==> src/rtl/assert_macros.svh <==
// ---------------------------------------------------------------------------
// assert_macros.svh
// Concurrent assertion shorthands shared by the RTL.
// ---------------------------------------------------------------------------
`ifndef ASSERT_MACROS_SVH
`define ASSERT_MACROS_SVH

// Checked at every clock edge outside reset.
`define ASSERT_CLK(label, clk, rst_n, prop, msg) \
    label: assert property (@(posedge clk) disable iff (!rst_n) prop) else $error(msg);

// Checked at every clock edge, reset included.
`define ASSERT_ALWAYS(label, clk, prop, msg) \
    label: assert property (@(posedge clk) prop) else $error(msg);

`endif

==> src/rtl/hcbp_ram.sv <==
// ---------------------------------------------------------------------------
// hcbp_ram
// Generic single-write, single-read RAM with a registered read port.
// ---------------------------------------------------------------------------
module hcbp_ram #(
    parameter int WIDTH = 8,
    parameter int DEPTH = 256
) (
    input  logic                     i_clk,
    input  logic                     i_we,
    input  logic [$clog2(DEPTH)-1:0] i_waddr,
    input  logic [WIDTH-1:0]         i_wdata,
    input  logic                     i_re,
    input  logic [$clog2(DEPTH)-1:0] i_raddr,
    output logic [WIDTH-1:0]         o_rdata
);

    logic [WIDTH-1:0] r_mem [DEPTH];
    logic [WIDTH-1:0] r_rdata;

    always_ff @(posedge i_clk) begin
        if (i_we) begin
            r_mem[i_waddr] <= i_wdata;
        end
        if (i_re) begin
            r_rdata <= r_mem[i_raddr];
        end
    end

    assign o_rdata = r_rdata;

endmodule
==> config.mk <==
export PLATFORM = sky130hd
export DESIGN_NAME = hcbp_ram
export DESIGN_NICKNAME = d
export VERILOG_FILES = /design/src/rtl/assert_macros.svh /design/src/rtl/hcbp_ram.sv
export SDC_FILE = /design/constraint.sdc
export NUM_CORES = 2
export LEC_CHECK = 0
export BUFFER_PORTS_ARGS = -buffer_cell sky130_fd_sc_hd__clkbuf_2
export CAP_MARGIN = 25
export CORE_MARGIN = 10
export CORE_UTILIZATION = 45
export DETAILED_ROUTE_END_ITERATION = 10
export PLACE_DENSITY = 0.57
export SLEW_MARGIN = 20
export SYNTH_ARGS = -nofsm -noshare
export SYNTH_HDL_FRONTEND = slang
export SYNTH_SLANG_ARGS = --single-unit
==> constraint.sdc <==
create_clock -name i_clk -period 4.5 [get_ports i_clk]
set_clock_uncertainty 0.15 [all_clocks]
set_input_delay 0.225 -clock i_clk [delete_from_list [all_inputs] [get_ports i_clk]]
set_output_delay 0.225 -clock i_clk [all_outputs]
set_load 0.02 [all_outputs]
# After elaboration in Yosys (flattened, before gate mapping)
# Memories as Yosys holds them, arrays and structs flattened. A register that Yosys moved wholly into a read port is not among the register bits.
# Cells that the tools add are included.
# op_classes
n_mux,2
# ops
operator,n
$mux W1,2
# totals
reg_bits,0
ram_bits,2048
input_bits,27
out_inout_bits,8
wordCells,3
memories,1
# memory_table
memory,words,word_bits,rd,rd_ports_with_merged_regs,write_ports,line_no,text
r_mem,256,8,1,1,1,hcbp_ram.sv:18,logic [WIDTH-1:0] r_mem [DEPTH];

# Longest topological paths before layout
# logic_depth
ltp_word,2
depth_mapped,11
mapped_depth_nobuf,6

# Worst setup path after synthesis
# Ideal clock, no wire load.
# synth_timing
kind,input to register
start,in i_raddr[0]
end,"reg r_rdata[2] (netlist: o_rdata[2]) (read register of r_mem), data pin"
setup_time_ns,0.269
arrival_time_ns,2.032
required_ns,4.081
setup_slack_ns,2.049
stages,9
path_buffers,4
cell_sequence,buf_6 -> buf_12 -> buf_8 -> buf_2 -> mux4_2 -> a22oi_1 -> a21oi_1 -> nor4_1 -> nor4_2
# synth_rtl
item,line_no,text
from (decl),hcbp_ram.sv:14,"input logic [$clog2(DEPTH)-1:0] i_raddr,"
to (decl),hcbp_ram.sv:19,logic [WIDTH-1:0] r_rdata;

==> run_results.csv <==
group,metric,value,unit
grt,grt_pass1_wl,293,mm
floorplanning,ios,35,
logic_synthesis,yosys-top-cells-area,"edfxtp_1, mux4_2, mux2i_1, nor2_1, a22oi_1",
routing,vias,38900,
job,cap_violations,0,
setup_path,max_stage_delay,0.95,ns
grt,grtUsageMet1,0.295,
grt,grtUsageMet3,0.0345,
setup_path,cp_common_cell,"nor4_1",
routing,dr.pass1.iters,6,
logic_synthesis,synthesis.area,79600,µm²
logic_synthesis,synth_nets,3760,
routing,wl,204,mm
power,internal_power,0.0309,W
timing,setup_slack,1.10,ns
logic_synthesis,synth-simple-area-share,0.0263,
floorplanning,core_area,176000,µm²
setup_path,r2r_slack,1.10,ns
logic_synthesis,synth_ff_type,"edfxtp_1",
setup_path,cp.arrival,3.79,ns
routing,ant_nets,0,
timing,finalWorstPathRequiredPeriod,3.40,ns
grt,grt_pass1_vias,39700,
min_path,min_from,"i_waddr[6]",
timing,tightest_slew,1.22,ns
grt,antenna_found_initial,10,
logic_synthesis,ys_ff_latch,2056,
setup_path,r2r_end,"o_rdata[4]$_DFFE_PP_",
logic_synthesis,synth_top_family_by_area,"multiplexers",
timing,finalSetupViolCount,0,
logic_synthesis,synth.mux.area_fraction,0.146,
clock_tree,cts.path.max_buffers,3,
clock_tree,cts_repair_resize_count,0,
min_path,whs_path_depth,4,
setup_path,crit_chain,"mux4_2, nor2b_1, a211oi_1, nor3_1, nor4_1, buf_4, nor4_1",
routing,initialDrtViolationCount,4447,
power,vdd_ir_drop_max,0.441,mV
clock_tree,clk_latency,0.85,ns
timing,rsz0062_at_grt,"false",
grt,grt-ovfl-total,0,
timing,fmax,294,MHz
setup_path,worstSetupPathType,"flip-flop to flip-flop",
grt,top_usage_layer,"met2",
timing,fin_setup_tns,0,ns
floorplanning,dieWidth,441,µm
logic_synthesis,synth_edf_count,2056,
placed_design,gp_congestion,0.819,
min_path,hp-class,"primary input to flip-flop",
logic_synthesis,async_reset_ff_frac,0,
logic_synthesis,yosys.area.top_type,"edfxtp_1",
logic_synthesis,synth_compound_area_frac,0.0342,
routing,post_drt_via_cell_ratio,5.99,
power,netSwitchingFraction,0.216,
setup_path,crit_required,4.89,ns
grt,grt_usage,0.209,
cells_and_area,drive_gt1_frac,0.243,
routing,post_drt_wl_per_cell,31.5,µm
power,power.share.combinational,0.050,
power,p_sw,0.00852,W
routing,drc,0,
timing,max-slew-margin-rel,0.181,
grt,grt_max_degree,157,
setup_path,crit_slowest_cell,"nor4_1",
setup_path,startpoint_type,"flip-flop",
logic_synthesis,synthCells,3733,
clock_tree,cts_buffers,204,
clock_tree,clk_pin_slew,0.06,ns
logic_synthesis,avgSynthCellArea,21.3,µm²
clock_tree,cts_root_buf,"clkbuf_16",
grt,met2_usage,0.338,
placed_design,hpwl,126,mm
power,p_leak,27.9,nW
placed_design,io_buffers,34,
setup_path,crit_fanout,1,
timing,fin_crit_sh,0.755,
logic_synthesis,ys_seq_area_frac,0.775,
logic_synthesis,yosys.area_share.xor_xnor,0,
clock_tree,cts_tree,"built",
setup_path,worstReg2RegStart,"r_mem[96][4]$_DFFE_PP_",
clock_tree,post-cts-setup-buffers,0,
timing,drv_slew,0,
floorplanning,dieArea,194000,µm²
setup_path,cp-end-kind,"flip-flop",
placed_design,place_ws,0.354,ns
cells_and_area,fin_nets,4002,
logic_synthesis,ys_warn_count,0,
power,finalPower,0.0394,W
logic_synthesis,synth_top_area_share,0.775,
power,seqPwrFrac,0.536,
setup_path,crit_path_start,"r_mem[96][4]$_DFFE_PP_",
logic_synthesis,synth_adder_area_share,0,
min_path,holdPathEnd,"r_mem[251][1]$_DFFE_PP_",
floorplanning,die_h,441,µm
clock_tree,cts_hold_buf,15,
clock_tree,cts.htree.levels,4,
timing,hold_viol_final,0,
floorplanning,rows,154,
power,clkPwrFrac,0.413,
status,status,"finished, final reports clean",
setup_path,reg2reg_depth,7,
logic_synthesis,ys_types,54,
floorplanning,initial_core_util,0.452,
cells_and_area,area_growth,13.0,%
clock_tree,cts_sinks,2056,
power,p_per_area,438,nW/µm²
-- critical path, delay by kind of cell (launching register included) --
family,cells,cell delay [ns]
simple gates,4,1.24
compound gates,1,0.67
mux,1,0.45
flops,1,0.37
buf+inv,1,0.24
-- metrics by stage --
| step | cell area [µm²] | hold WS (ns) | cells | util |
|---|---|---|---|---|
| 2_1_floorplan | 79600 | 0.174 | 3733 | - |
| 3_3_place_gp | 83500 | 0.379 | 6089 | 0.474 |
| 3_5_place_dp | 83500 | 0.379 | 6092 | 0.474 |
| 4_1_cts | 90000 | 0.0543 | 6481 | 0.511 |
| 5_1_grt | 90000 | 0.122 | 6487 | 0.511 |
| 6_report | 90000 | 0.121 | 6490 | 0.511 |
-- per-layer routing --
| metal | up-vias | share of wire |
|---|---|---|
| met5 | - | 0 |
| met4 | 0 | 0.025 |
| met3 | 273 | 0.062 |
| met2 | 1439 | 0.49 |
| met1 | 20900 | 0.42 |
| li1 | 16200 | - |
-- registers in the layout, indices dropped and copies added, names as in the netlist --
name and cells:
o_rdata 8, r_mem 2048
-- worst max path at each step --
stage / to / slack [ns] / cells after the start
finish: o_rdata[4]$_DFFE_PP_ / 1.10 / 7
global route: o_rdata[4]$_DFFE_PP_ / 0.95 / 7
CTS: o_rdata[4]$_DFFE_PP_ / 1.05 / 7
detailed placement: o_rdata[4]$_DFFE_PP_ / 0.35 / 9
global placement: o_rdata[4]$_DFFE_PP_ / 0.36 / 9
floorplan: o_rdata[2]$_DFFE_PP_ / 2.05 / 9
-- cell usage in the layout, fill, tap and decap left out, types with 30 or more instances in the layout --
| cell type | count |
|---|---|
| o221ai_1 | 46 |
| mux4_2 | 454 |
| buf_12 | 30 |
| buf_4 | 188 |
| nand2_1 | 33 |
| clkbuf_1 | 49 |
| a22oi_1 | 133 |
| edfxtp_1 | 2056 |
| nor2_1 | 279 |
| a21oi_1 | 96 |
| clkinv_1 | 56 |
| mux2i_1 | 134 |
| clkinv_2 | 35 |
| clkbuf_16 | 204 |
-- power groups by stage --
stage                     Clock [W]  Sequential, W  Combinational, W
final                        0.0163         0.0212           0.00199
after global routing         0.0174         0.0211           0.00210
after CTS                    0.0166         0.0212           0.00201
after detailed placement          0         0.0216           0.00199
after global placement            0         0.0216           0.00197
after floorplan                   0         0.0216           0.00103
-- cell type report --
type	count	area (µm²)
multi-input cells	1442	16500
flip-flops and latches	2056	61700
repair buffers	269	2440
well taps	2340	2930
clock inverters	121	1070
diodes	7	17.5
fillers	13900	86100
inverters	2	7.51
clock buffers	253	5290
-- synth_stat cells, types with 3 or more instances --
library cell  instances
nor3_1               22
buf_12                8
o21ai_0              10
a22oi_1             133
nor2_1              282
mux2i_1             134
o22a_1                5
o221ai_1             46
nand3_1              34
a221oi_1             13
nand4_1              10
nor4_2                3
o211ai_1             10
nand2_1              33
nor4_1               24
a22o_1                8
nand2b_1              8
and2_1                6
buf_6                21
or2_2                 4
clkbuf_1            111
buf_8                13
a211oi_1             16
buf_2                31
buf_4                27
o32ai_1               4
nor2b_1              31
mux4_2              454
o22ai_1              28
a21oi_1              96
buf_1                22
edfxtp_1           2056
-- logic make-up (layout without fill, tap and decap cells) --
group | Yosys count | count (layout)
AOI/OAI and AO/OA | 385 | 385
other | 0 | 7
muxes | 591 | 591
and+or+nand+nor | 466 | 466
DFF | 2056 | 2056
buffers and inverters | 235 | 645
(Power assumes the default switching activity.)
